==> config.mk <==
export PLATFORM = sky130hd
export DESIGN_NAME = ice_cycle_controller_core
export DESIGN_NICKNAME = d
export VERILOG_FILES = /design/src/sv/icc_pkg.sv /design/src/sv/icc_csr.sv /design/src/sv/icc_step.sv /design/src/sv/ice_cycle_controller_core.sv
export VERILOG_INCLUDE_DIRS = /design/src /design/src/sv
export SDC_FILE = /design/constraint.sdc
export NUM_CORES = 1
export LEC_CHECK = 0
export BUFFER_PORTS_ARGS = -buffer_cell sky130_fd_sc_hd__buf_2
export CAP_MARGIN = 0
export CORE_ASPECT_RATIO = 1.4
export CORE_UTILIZATION = 45
export DETAILED_ROUTE_END_ITERATION = 8
export GPL_ROUTABILITY_DRIVEN = 0
export PLACE_DENSITY = 0.71
export RECOVER_POWER = 25
export SYNTH_ARGS = -nofsm -noshare
export SYNTH_HDL_FRONTEND = slang
export SYNTH_SLANG_ARGS = --single-unit
==> constraint.sdc <==
create_clock -name clock -period 10.85 [get_ports clock]
set_input_delay 2.17 -clock clock [delete_from_list [all_inputs] [get_ports clock]]
set_output_delay 2.17 -clock clock [all_outputs]
set_load 0.05 [all_outputs]
==> src/sv/ice_cycle_controller_core_defines.svh <==
// ---------------------------------------------------------------------------
// Assertion macros for the ice cycle controller
// ---------------------------------------------------------------------------
`ifndef ICE_CYCLE_CONTROLLER_CORE_DEFINES_SVH
`define ICE_CYCLE_CONTROLLER_CORE_DEFINES_SVH

// Same-cycle implication, disabled during reset.
`define ICC_ASSERT_NOW(label, clk, rst, ante, cons) \
   label: assert property (@(posedge clk) disable iff (rst) (ante) |-> (cons)) \
      else $error("ice cycle controller: same-cycle check failed");

// Next-cycle implication, disabled during reset.
`define ICC_ASSERT_NEXT(label, clk, rst, ante, cons) \
   label: assert property (@(posedge clk) disable iff (rst) (ante) |=> (cons)) \
      else $error("ice cycle controller: next-cycle check failed");

`endif

==> src/sv/icc_pkg.sv <==
`timescale 1ns / 1ps
// ---------------------------------------------------------------------------
// icc_pkg
// Types, constants and helpers shared by the ice cycle controller.
// ---------------------------------------------------------------------------
package icc_pkg;

   // Width of the minute counter and the fill start mark.
   localparam int TIMER_WIDTH = 8;
   // Compare width: one bit above the wider of timer and config values.
   localparam int CMP_WIDTH   = ((TIMER_WIDTH > 8) ? TIMER_WIDTH : 8) + 1;

   localparam int CFG_WIDTH   = 8;
   localparam int CSR_IDX_W   = 3;
   localparam int MIN_OUT_W   = 8;

   typedef logic [TIMER_WIDTH-1:0] timer_type;
   typedef logic [CMP_WIDTH-1:0]   cmp_type;
   typedef logic [CFG_WIDTH-1:0]   cfg_val_type;

   // Register indexes of the configuration port.
   localparam logic [CSR_IDX_W-1:0] CSR_MAKING_MINUTES   = 3'd0;
   localparam logic [CSR_IDX_W-1:0] CSR_FREEZE_THRESHOLD = 3'd1;
   localparam logic [CSR_IDX_W-1:0] CSR_FILL_START_DELAY = 3'd2;
   localparam logic [CSR_IDX_W-1:0] CSR_FILL_TIMEOUT     = 3'd3;
   localparam logic [CSR_IDX_W-1:0] CSR_DROP_TIMEOUT     = 3'd4;

   // Reset values of the configuration registers.
   localparam cfg_val_type RST_MAKING_MINUTES   = 8'd45;
   localparam cfg_val_type RST_FREEZE_THRESHOLD = 8'h50;
   localparam cfg_val_type RST_FILL_START_DELAY = 8'd10;
   localparam cfg_val_type RST_FILL_TIMEOUT     = 8'd30;
   localparam cfg_val_type RST_DROP_TIMEOUT     = 8'd15;

   typedef enum logic [2:0] {
      MODE_OFF     = 3'd0,
      MODE_INIT    = 3'd1,
      MODE_MAKING  = 3'd2,
      MODE_RELEASE = 3'd3,
      MODE_NOWATER = 3'd4
   } mode_type;

   // Bit positions in the actuator vector.
   localparam int ACT_COMP = 0;
   localparam int ACT_PUMP = 1;
   localparam int ACT_FAN  = 2;
   localparam int ACT_HEAT = 3;
   localparam int ACT_RES  = 4;
   localparam int ACT_LED  = 5;
   localparam int ACT_W    = 6;

   typedef logic [ACT_W-1:0] act_type;

   typedef struct packed {
      cfg_val_type making_minutes;
      cfg_val_type freeze_threshold;
      cfg_val_type fill_start_delay;
      cfg_val_type fill_timeout;
      cfg_val_type drop_timeout;
   } cfg_type;

   typedef struct packed {
      logic        minute_tick;
      logic        ice_fall;
      logic        power_press;
      logic        tank_full;
      logic [7:0]  low_side_temp;
   } req_type;

   typedef struct packed {
      mode_type    mode;
      timer_type   minutes;
      timer_type   fill_start;
      logic        fall_flag;
      act_type     act;
   } state_type;

   function automatic cmp_type ext_timer(timer_type t);
      return CMP_WIDTH'(t);
   endfunction

   function automatic cmp_type ext_cfg(cfg_val_type v);
      return CMP_WIDTH'(v);
   endfunction

   // Low bits of the counter for the result port.
   function automatic logic [MIN_OUT_W-1:0] minutes_out(timer_type t);
      cmp_type wide;
      wide = CMP_WIDTH'(t);
      return wide[MIN_OUT_W-1:0];
   endfunction

endpackage

==> src/sv/icc_csr.sv <==
`timescale 1ns / 1ps
// ---------------------------------------------------------------------------
// icc_csr
// Configuration registers, written through a plain enable/index/data port.
// ---------------------------------------------------------------------------
module icc_csr (
   input  logic                             clock,
   input  logic                             reset,
   input  logic                             csr_write_en,
   input  logic [icc_pkg::CSR_IDX_W-1:0]    csr_index,
   input  logic [icc_pkg::CFG_WIDTH-1:0]    csr_wdata,
   output icc_pkg::cfg_type                 cfg
);

   icc_pkg::cfg_type cfg_ff;
   icc_pkg::cfg_type cfg_in;

   always_comb begin
      cfg_in = cfg_ff;
      if (csr_write_en) begin
         unique case (csr_index)
            icc_pkg::CSR_MAKING_MINUTES:   cfg_in.making_minutes   = csr_wdata;
            icc_pkg::CSR_FREEZE_THRESHOLD: cfg_in.freeze_threshold = csr_wdata;
            icc_pkg::CSR_FILL_START_DELAY: cfg_in.fill_start_delay = csr_wdata;
            icc_pkg::CSR_FILL_TIMEOUT:     cfg_in.fill_timeout     = csr_wdata;
            icc_pkg::CSR_DROP_TIMEOUT:     cfg_in.drop_timeout     = csr_wdata;
            default:                       cfg_in = cfg_ff;  // drop unknown index
         endcase
      end
   end

   always_ff @(posedge clock) begin
      if (reset) begin
         cfg_ff.making_minutes   <= icc_pkg::RST_MAKING_MINUTES;
         cfg_ff.freeze_threshold <= icc_pkg::RST_FREEZE_THRESHOLD;
         cfg_ff.fill_start_delay <= icc_pkg::RST_FILL_START_DELAY;
         cfg_ff.fill_timeout     <= icc_pkg::RST_FILL_TIMEOUT;
         cfg_ff.drop_timeout     <= icc_pkg::RST_DROP_TIMEOUT;
      end else begin
         cfg_ff <= cfg_in;
      end
   end

   assign cfg = cfg_ff;

endmodule

==> src/sv/icc_step.sv <==
`timescale 1ns / 1ps
// ---------------------------------------------------------------------------
// icc_step
// Next-state logic of one control pass: events, mode logic, tank fill.
// ---------------------------------------------------------------------------
module icc_step (
   input  icc_pkg::cfg_type    cfg,
   input  icc_pkg::state_type  cur,
   input  icc_pkg::req_type    req,
   output icc_pkg::state_type  nxt
);

   icc_pkg::mode_type  md;
   icc_pkg::timer_type mc;
   icc_pkg::timer_type fs;
   icc_pkg::cmp_type   fs_sum;
   icc_pkg::cmp_type   fill_limit;
   logic               ff;
   icc_pkg::act_type   act;

   always_comb begin
      md  = cur.mode;
      mc  = cur.minutes;
      fs  = cur.fill_start;
      ff  = cur.fall_flag;
      act = cur.act;

      // Events of the pass.
      if (req.minute_tick) mc = mc + icc_pkg::timer_type'(1);
      if (req.ice_fall)    ff = 1'b1;
      if (req.power_press) begin
         if (md == icc_pkg::MODE_OFF) begin
            md = icc_pkg::MODE_INIT;
         end else begin
            md  = icc_pkg::MODE_OFF;
            act = '0;
         end
      end

      unique case (md)
         icc_pkg::MODE_INIT: begin
            if (req.tank_full) begin
               mc = '0;
               md = icc_pkg::MODE_MAKING;
            end
         end
         icc_pkg::MODE_MAKING: begin
            if (icc_pkg::ext_timer(mc) < icc_pkg::ext_cfg(cfg.making_minutes)) begin
               // Hold the timer at zero until the evaporator is cold.
               if (req.low_side_temp > cfg.freeze_threshold) mc = '0;
               act[icc_pkg::ACT_HEAT] = 1'b0;
               act[icc_pkg::ACT_FAN]  = 1'b1;
               act[icc_pkg::ACT_COMP] = 1'b1;
               act[icc_pkg::ACT_PUMP] = 1'b1;
            end else begin
               act[icc_pkg::ACT_FAN]  = 1'b0;
               act[icc_pkg::ACT_COMP] = 1'b0;
               act[icc_pkg::ACT_PUMP] = 1'b0;
               mc = '0;
               ff = 1'b0;
               md = icc_pkg::MODE_RELEASE;
            end
         end
         icc_pkg::MODE_RELEASE: begin
            if (ff || (icc_pkg::ext_timer(mc) >= icc_pkg::ext_cfg(cfg.drop_timeout))) begin
               act[icc_pkg::ACT_HEAT] = 1'b0;
               ff = 1'b0;
               mc = '0;
               md = icc_pkg::MODE_MAKING;
            end else begin
               act[icc_pkg::ACT_HEAT] = 1'b1;
               act[icc_pkg::ACT_FAN]  = 1'b1;
               act[icc_pkg::ACT_COMP] = 1'b1;
            end
         end
         icc_pkg::MODE_NOWATER: begin
            act = '0;
            act[icc_pkg::ACT_LED] = 1'b1;
         end
         default: begin
            // Off, and any stray code: clear timers and the fall flag.
            md = icc_pkg::MODE_OFF;
            mc = '0;
            fs = '0;
            ff = 1'b0;
         end
      endcase

      // Tank fill, in init and making modes only. The timeout limit is one
      // bit wider than the timer and never wraps.
      fs_sum     = icc_pkg::ext_timer(mc) + icc_pkg::ext_cfg(cfg.fill_start_delay);
      fill_limit = icc_pkg::ext_timer(fs) + icc_pkg::ext_cfg(cfg.fill_timeout);
      if ((md == icc_pkg::MODE_INIT) || (md == icc_pkg::MODE_MAKING)) begin
         if (req.tank_full) begin
            act[icc_pkg::ACT_RES] = 1'b0;
            fs = fs_sum[icc_pkg::TIMER_WIDTH-1:0];
         end else if (icc_pkg::ext_timer(mc) >= fill_limit) begin
            act[icc_pkg::ACT_RES] = 1'b0;
            mc = '0;
            md = icc_pkg::MODE_NOWATER;
         end else if (mc >= fs) begin
            act[icc_pkg::ACT_RES] = 1'b1;
         end
      end

      nxt.mode       = md;
      nxt.minutes    = mc;
      nxt.fill_start = fs;
      nxt.fall_flag  = ff;
      nxt.act        = act;
   end

endmodule

==> src/sv/ice_cycle_controller_core.sv <==
`timescale 1ns / 1ps
// ---------------------------------------------------------------------------
// ice_cycle_controller_core
// Ice machine cycle sequencer: one request is one control pass, one
// response carries the mode, six actuator bits and the minute counter.
// ---------------------------------------------------------------------------
//
//   channel   handshake              payload
//   req       req_valid / req_stall  tick, ice fall, power press, tank full, temp
//   rsp       rsp_valid / rsp_stall  mode, six actuator bits, minutes_now
//   csr       csr_write_en           csr_index, csr_wdata (8 bits)
//
// Flow: one request per cycle sustained while rsp_stall is low; a request passes
// through the input register, then the pass logic, into the response register.
// The pass logic (a few 9-bit compares and adds) sits between those two.
// Reset is synchronous and active high; it clears the sequencer state, the
// valid flags and the configuration registers to their defaults.
// A stalled response holds; req_stall rises only when the input register
// and the response register are both full and the response is stalled.
//
module ice_cycle_controller_core (
   input  logic                           clock,
   input  logic                           reset,

   input  logic                           req_valid,
   output logic                           req_stall,
   input  logic                           req_minute_tick,
   input  logic                           req_ice_fall,
   input  logic                           req_power_press,
   input  logic                           req_tank_full,
   input  logic [7:0]                     req_low_side_temp,

   output logic                           rsp_valid,
   input  logic                           rsp_stall,
   output logic [2:0]                     rsp_mode,
   output logic                           rsp_compressor_on,
   output logic                           rsp_pump_on,
   output logic                           rsp_fan_on,
   output logic                           rsp_heater_open,
   output logic                           rsp_reservoir_open,
   output logic                           rsp_low_water_led,
   output logic [icc_pkg::MIN_OUT_W-1:0]  rsp_minutes_now,

   input  logic                           csr_write_en,
   input  logic [icc_pkg::CSR_IDX_W-1:0]  csr_index,
   input  logic [icc_pkg::CFG_WIDTH-1:0]  csr_wdata
);

`include "ice_cycle_controller_core_defines.svh"

   icc_pkg::cfg_type    cfg;

   // Input register.
   logic                in_valid_ff;
   logic                in_valid_in;
   icc_pkg::req_type    in_req_ff;

   // Sequencer state.
   icc_pkg::state_type  state_ff;
   icc_pkg::state_type  state_in;

   // Response register.
   logic                rsp_valid_ff;
   logic                rsp_valid_in;
   icc_pkg::state_type  rsp_ff;

   logic                req_take;
   logic                out_free;
   logic                advance;

   icc_csr u_csr (
      .clock        (clock),
      .reset        (reset),
      .csr_write_en (csr_write_en),
      .csr_index    (csr_index),
      .csr_wdata    (csr_wdata),
      .cfg          (cfg)
   );

   icc_step u_step (
      .cfg (cfg),
      .cur (state_ff),
      .req (in_req_ff),
      .nxt (state_in)
   );

   // Response slot frees up when empty or taken this cycle.
   assign out_free  = !rsp_valid_ff || !rsp_stall;
   // Run the pass on the held request whenever the response slot is free.
   assign advance   = in_valid_ff && out_free;
   // Stall upstream only while the held request cannot move on.
   assign req_stall = in_valid_ff && !out_free;
   assign req_take  = req_valid && !req_stall;

   assign in_valid_in  = req_take || (in_valid_ff && !advance);
   assign rsp_valid_in = advance || (rsp_valid_ff && rsp_stall);

   always_ff @(posedge clock) begin
      if (reset) begin
         in_valid_ff         <= 1'b0;
         rsp_valid_ff        <= 1'b0;
         state_ff.mode       <= icc_pkg::MODE_OFF;
         state_ff.minutes    <= '0;
         state_ff.fill_start <= '0;
         state_ff.fall_flag  <= 1'b0;
         state_ff.act        <= '0;
      end else begin
         in_valid_ff  <= in_valid_in;
         rsp_valid_ff <= rsp_valid_in;
         // Advance the sequencer once per pass.
         if (advance) state_ff <= state_in;
      end
   end

   // Payload registers: no reset needed.
   always_ff @(posedge clock) begin
      if (req_take) begin
         in_req_ff.minute_tick   <= req_minute_tick;
         in_req_ff.ice_fall      <= req_ice_fall;
         in_req_ff.power_press   <= req_power_press;
         in_req_ff.tank_full     <= req_tank_full;
         in_req_ff.low_side_temp <= req_low_side_temp;
      end
      if (advance) rsp_ff <= state_in;
   end

   assign rsp_valid          = rsp_valid_ff;
   assign rsp_mode           = rsp_ff.mode;
   assign rsp_compressor_on  = rsp_ff.act[icc_pkg::ACT_COMP];
   assign rsp_pump_on        = rsp_ff.act[icc_pkg::ACT_PUMP];
   assign rsp_fan_on         = rsp_ff.act[icc_pkg::ACT_FAN];
   assign rsp_heater_open    = rsp_ff.act[icc_pkg::ACT_HEAT];
   assign rsp_reservoir_open = rsp_ff.act[icc_pkg::ACT_RES];
   assign rsp_low_water_led  = rsp_ff.act[icc_pkg::ACT_LED];
   assign rsp_minutes_now    = icc_pkg::minutes_out(rsp_ff.minutes);

   // A stalled request stays held in the input register.
   `ICC_ASSERT_NEXT(a_held_request, clock, reset, req_stall, in_valid_ff)
   // Upstream stalls only on response back-pressure.
   `ICC_ASSERT_NOW(a_stall_cause, clock, reset, req_stall, rsp_valid_ff && rsp_stall)
   // Off mode keeps the timer and fall flag cleared.
   `ICC_ASSERT_NOW(a_off_clear, clock, reset, state_ff.mode == icc_pkg::MODE_OFF,
      (state_ff.minutes == '0) && !state_ff.fall_flag)
   // The low water lamp is lit only in out-of-water mode.
   `ICC_ASSERT_NOW(a_led_mode, clock, reset, rsp_valid_ff && rsp_ff.act[icc_pkg::ACT_LED],
      rsp_ff.mode == icc_pkg::MODE_NOWATER)

endmodule
==> flow_summary.html <==
<table>
<tr><th>Metric</th><th>Value</th></tr>
<tr><th colspan="2">Power and ir drop</th></tr>
<tr><td>Peak ir drop on the vdd network</td><td>0.0954 mV</td></tr>
<tr><td>Cell area power density</td><td>131 nW/µm²</td></tr>
<tr><td>Leakage power total</td><td>2.69 nW</td></tr>
<tr><td>Overall power consumption</td><td>801 µW</td></tr>
<tr><th colspan="2">Synthesis</th></tr>
<tr><td>Area fraction of the dominant cell type after synthesis</td><td>0.249</td></tr>
<tr><td>Post-synthesis instance area</td><td>5470 µm²</td></tr>
<tr><td>Leading cell types by total area after synthesis</td><td>dfxtp_1 25%, edfxtp_1 16%, ha_1 13%, nand2_1 7.0%, a21oi_1 4.6%</td></tr>
<tr><td>Syn avg cell area</td><td>8.85 µm²</td></tr>
<tr><td>Sequential area share after synthesis</td><td>0.408</td></tr>
<tr><td>Synth Net Count</td><td>703</td></tr>
<tr><td>Number of enable flip-flop cells after synthesis</td><td>29</td></tr>
<tr><td>Gate Count Post-Synth</td><td>618</td></tr>
<tr><td>Number of different library cells in the post-synthesis netlist</td><td>60</td></tr>
<tr><td>Count of synthesis-stage warnings from yosys</td><td>0</td></tr>
<tr><td>Biggest area consumer among synthesized cells</td><td>dfxtp_1</td></tr>
<tr><td>Most common flop cell mapped by yosys</td><td>dfxtp_1</td></tr>
<tr><td>Share of synthesized flip-flops with an asynchronous set or reset</td><td>0</td></tr>
<tr><td>Flip-flop and latch count after synthesis</td><td>97</td></tr>
<tr><th colspan="2">GRT</th></tr>
<tr><td>Global-route wire length before repair</td><td>21.4 mm</td></tr>
<tr><td>Pin count of the biggest net entering global routing</td><td>71</td></tr>
<tr><td>Remaining Overflow, GRT</td><td>0</td></tr>
<tr><td>Overall fraction of global-route tracks in use</td><td>0.218</td></tr>
<tr><td>Number of global-route vias before repair</td><td>4,516</td></tr>
<tr><td>Antenna violations before repair</td><td>0</td></tr>
<tr><th colspan="2">Timing</th></tr>
<tr><td>Actual slew at the worst max-slew pin</td><td>2.85 ns</td></tr>
<tr><td>Final hold violation count</td><td>0</td></tr>
<tr><td>Post-Route Hold Slack</td><td>0.460 ns</td></tr>
<tr><td>Final critical-path required period</td><td>5.42 ns</td></tr>
<tr><td>FMAX</td><td>0.184 GHz</td></tr>
<tr><td>Worst max-slew margin expressed relative to the limit</td><td>-0.901</td></tr>
<tr><td>Final total negative setup slack</td><td>0 ns</td></tr>
<tr><td>Final number of max-transition violations</td><td>71</td></tr>
<tr><td>Share of the clock period used by the worst path</td><td>0.500</td></tr>
<tr><td>Final setup fails</td><td>0</td></tr>
<tr><td>Worst clock skew on the final layout</td><td>0.00691 ns</td></tr>
<tr><td>Setup WS post-layout</td><td>5.43 ns</td></tr>
<tr><td>RSZ-0062 raised after global routing</td><td>false</td></tr>
<tr><th colspan="2">Critical path</th></tr>
<tr><td>CP Launch Point</td><td>in_req_ff[11]$_DFFE_PP_</td></tr>
<tr><td>Delay of the slowest critical-path stage</td><td>0.61 ns</td></tr>
<tr><td>Startpoint Class</td><td>register</td></tr>
<tr><td>Arrival time of the worst setup path</td><td>5.53 ns</td></tr>
<tr><td>FF-to-FF Start</td><td>in_req_ff[11]$_DFFE_PP_</td></tr>
<tr><td>Critical path type</td><td>register to register</td></tr>
<tr><td>Required time at the worst-slack endpoint</td><td>10.95 ns</td></tr>
<tr><td>Dominant cell type by count on the critical path</td><td>nor2_1</td></tr>
<tr><td>Largest driver fanout on the critical path</td><td>9</td></tr>
<tr><td>Kind of end point of the critical path</td><td>register</td></tr>
<tr><td>Cells traversed along the worst timing path</td><td>nand4_1, nor2_1, nor2b_1, nor2_1, inv_1, ha_1, a211oi_1, nor2_1, or4_4, nor3_1, a211o_1, nand2_1, inv_1, ha_1, o21ai_0, o21a_1, o21ai_0, nand3_1, a2111o_4, nand3_1, a21oi_1</td></tr>
<tr><td>CP max stage cell</td><td>a2111o_4</td></tr>
<tr><th colspan="2">Floorplan</th></tr>
<tr><td>DIE AREA</td><td>12,600 µm²</td></tr>
<tr><td>Height of the die</td><td>132 µm</td></tr>
<tr><td>Starting utilization of the core area</td><td>0.463</td></tr>
<tr><td>Num ports</td><td>47</td></tr>
<tr><td>Core outline area</td><td>11,800 µm²</td></tr>
<tr><td>Number of placement rows</td><td>47</td></tr>
<tr><td>Die Span X</td><td>95.2 µm</td></tr>
<tr><th colspan="2">Clock tree</th></tr>
<tr><td>TritonCTS buffer count</td><td>9</td></tr>
<tr><td>Post-CTS Setup Repair Bufs</td><td>0</td></tr>
<tr><td>H-tree depth reported by CTS</td><td>3</td></tr>
<tr><td>CTS tree</td><td>done</td></tr>
<tr><td>Num Clock Sinks</td><td>97</td></tr>
<tr><td>Number of gates resized after CTS</td><td>0</td></tr>
<tr><td>Worst-skew pair later-pin latency</td><td>0.35 ns</td></tr>
<tr><td>Buffers from clock root to sink, at most</td><td>2</td></tr>
<tr><td>Clock tree root buffer cell</td><td>clkbuf_16</td></tr>
<tr><td>Clock-pin slew on the worst setup and hold paths</td><td>0.07 ns</td></tr>
<tr><td>CTS Hold Buffers Added</td><td>0</td></tr>
<tr><th colspan="2">Detailed routing</th></tr>
<tr><td>Average detailed-routed wire length per instance</td><td>15.9 µm</td></tr>
<tr><td>Via count</td><td>4,533</td></tr>
<tr><td>Met3 wire length</td><td>582 µm</td></tr>
<tr><td>Drt first pass iters</td><td>6</td></tr>
<tr><td>Wirelength, routed</td><td>12.8 mm</td></tr>
<tr><td>Number of DRC markers in iteration 0</td><td>209</td></tr>
<tr><td>Detailed-routing wirelength on met1</td><td>5.34 mm</td></tr>
<tr><td>Final routed DRC violation total</td><td>0</td></tr>
<tr><td>Detail Route Antenna Nets</td><td>0</td></tr>
<tr><td>Uppermost routed layer</td><td>met4</td></tr>
<tr><td>Metal2 WL</td><td>6.40 mm</td></tr>
<tr><td>Ratio of routed vias to standard cells</td><td>5.60</td></tr>
<tr><th colspan="2">Status</th></tr>
<tr><td>Violated checks</td><td>max-capacitance violations, max-slew violations</td></tr>
<tr><td>Result of the run</td><td>finished, violations left</td></tr>
<tr><th colspan="2">Cells and area</th></tr>
<tr><td>Filler instances</td><td>1,095</td></tr>
<tr><td>Ratio of cells with drive above 1 in the final layout</td><td>0.115</td></tr>
<tr><td>Final net count</td><td>743</td></tr>
<tr><td>Finished Cell Area</td><td>6130 µm²</td></tr>
<tr><td>Number of antenna diodes</td><td>0</td></tr>
<tr><td>Area overhead of the layout relative to synthesis</td><td>12.0%</td></tr>
<tr><th colspan="2">Run</th></tr>
<tr><td>Count of maximum capacitance violations</td><td>1</td></tr>
<tr><th colspan="2">Placement</th></tr>
<tr><td>Setup slack at placement</td><td>5.63 ns</td></tr>
<tr><td>Detail Placement HPWL</td><td>9.91 mm</td></tr>
<tr><td>Count of buffers from port buffering</td><td>46</td></tr>
<tr><td>Total cell area at the placement stage</td><td>5830 µm²</td></tr>
<tr><th colspan="2">Min path</th></tr>
<tr><td>Hold wc startpoint</td><td>u_csr.cfg[39]$_SDFFE_PP0P_</td></tr>
<tr><td>Path type of the worst min-delay path</td><td>register to register</td></tr>
</table>
-- through the flow --
step	std cells	utilization
2_1_floorplan	618	-
6_report	810	0.518
3_3_place_gp	794	0.493
5_1_grt	810	0.518
3_5_place_dp	794	0.493
4_1_cts	810	0.519
-- layout by cell type (no fill, tap or decap), types with 8 or more instances in the layout --
| cell | instances |
|---|---|
| a211o_1 | 8 |
| a21o_1 | 8 |
| a21oi_1 | 50 |
| buf_2 | 45 |
| clkbuf_16 | 9 |
| dfxtp_1 | 68 |
| edfxtp_1 | 29 |
| ha_1 | 55 |
| inv_1 | 47 |
| mux2i_1 | 8 |
| nand2_1 | 102 |
| nand3_1 | 14 |
| nand3b_1 | 16 |
| nor2_1 | 61 |
| nor2b_1 | 9 |
| o211ai_1 | 8 |
| o21ai_0 | 16 |
| xnor2_1 | 9 |
-- cells in the mapped netlist, types with 4 or more instances --
cell	n
a211oi_1	6
xnor2_1	9
a21o_1	8
nand2b_1	4
nor2_1	61
clkbuf_1	16
a211o_1	8
nor3_1	7
and2_1	5
nand3_1	14
nor2b_1	9
o211ai_1	8
nand4_1	4
xor2_1	5
mux2i_1	8
and3_1	4
a22oi_1	7
a21oi_1	50
inv_1	47
dfxtp_1	68
nand2_1	102
edfxtp_1	29
o21ai_0	16
nand3b_1	16
ha_1	55
-- report_power, final --
| group | switching, mW | leakage (nW) | internal, mW |
|---|---|---|---|
| Clock | 0.143 | 0.144 | 0.181 |
| Combinational | 0.0567 | 1.72 | 0.0275 |
| Sequential | 0.00731 | 0.830 | 0.386 |
-- area by class of cell --
cell class              count  area (µm²)  share of cell area
clock buffers               9         225              0.0368
clock inverters             7        78.8              0.0129
inverters                  47         176              0.0288
multi-input cells         454        2990               0.487
flip-flops and latches     97        2230               0.364
well taps                 147         184              0.0300
repair buffers             49         244              0.0398
-- worst paths after layout --
| kind | to | slack (ns) | depth (start not counted) |
|---|---|---|---|
| max | state_ff[16]$_SDFFE_PP0P_ | 5.43 | 21 |
| min | u_csr.cfg[39]$_SDFFE_PP0P_ | 0.46 | 2 |
| max reg2reg | state_ff[16]$_SDFFE_PP0P_ | 5.43 | 21 |
| min reg2reg | u_csr.cfg[39]$_SDFFE_PP0P_ | 0.46 | 2 |
-- kinds of logic (layout without fill, tap and decap cells) --
family	Yosys count	count (layout)	synth area share
AO/OA/AOI/OAI	129	129	0.161
XOR/XNOR	15	15	0.0254
adder cells (fa/ha/maj)	57	57	0.133
buffers and inverters	67	112	0.0464
flip-flops	97	97	0.408
multiplexers	9	9	0.0167
AND/OR/NAND/NOR	244	244	0.210
-- registers in the layout, indices dropped and copies added (netlist names) --
register            cells
in_req_ff              12
rsp_pump_on             1
rsp_fan_on              1
rsp_heater_open         1
rsp_low_water_led       1
rsp_compressor_on       1
state_ff               26
rsp_mode                3
rsp_valid               1
rsp_minutes_now         8
rsp_reservoir_open      1
in_valid_ff             1
u_csr.cfg              40
-- critical path, delay by kind of cell, from the launching register on --
family / cells / cell delay [ns]
and+or+nand+nor: 10 / 2.20
AOI/OAI and AO/OA: 7 / 1.69
adders and majority gates: 2 / 0.52
DFF: 1 / 0.46
buffers and inverters: 2 / 0.28
-- per-layer routing --
| layer | up-vias | GRT usage |
|---|---|---|
| li1 | 2252 | - |
| met1 | 2089 | 0.253 |
| met2 | 153 | 0.375 |
| met3 | 39 | 0.0345 |
| met4 | 0 | 0.118 |
| met5 | - | 0 |
Note: power is estimated with default switching activity, not from simulation.
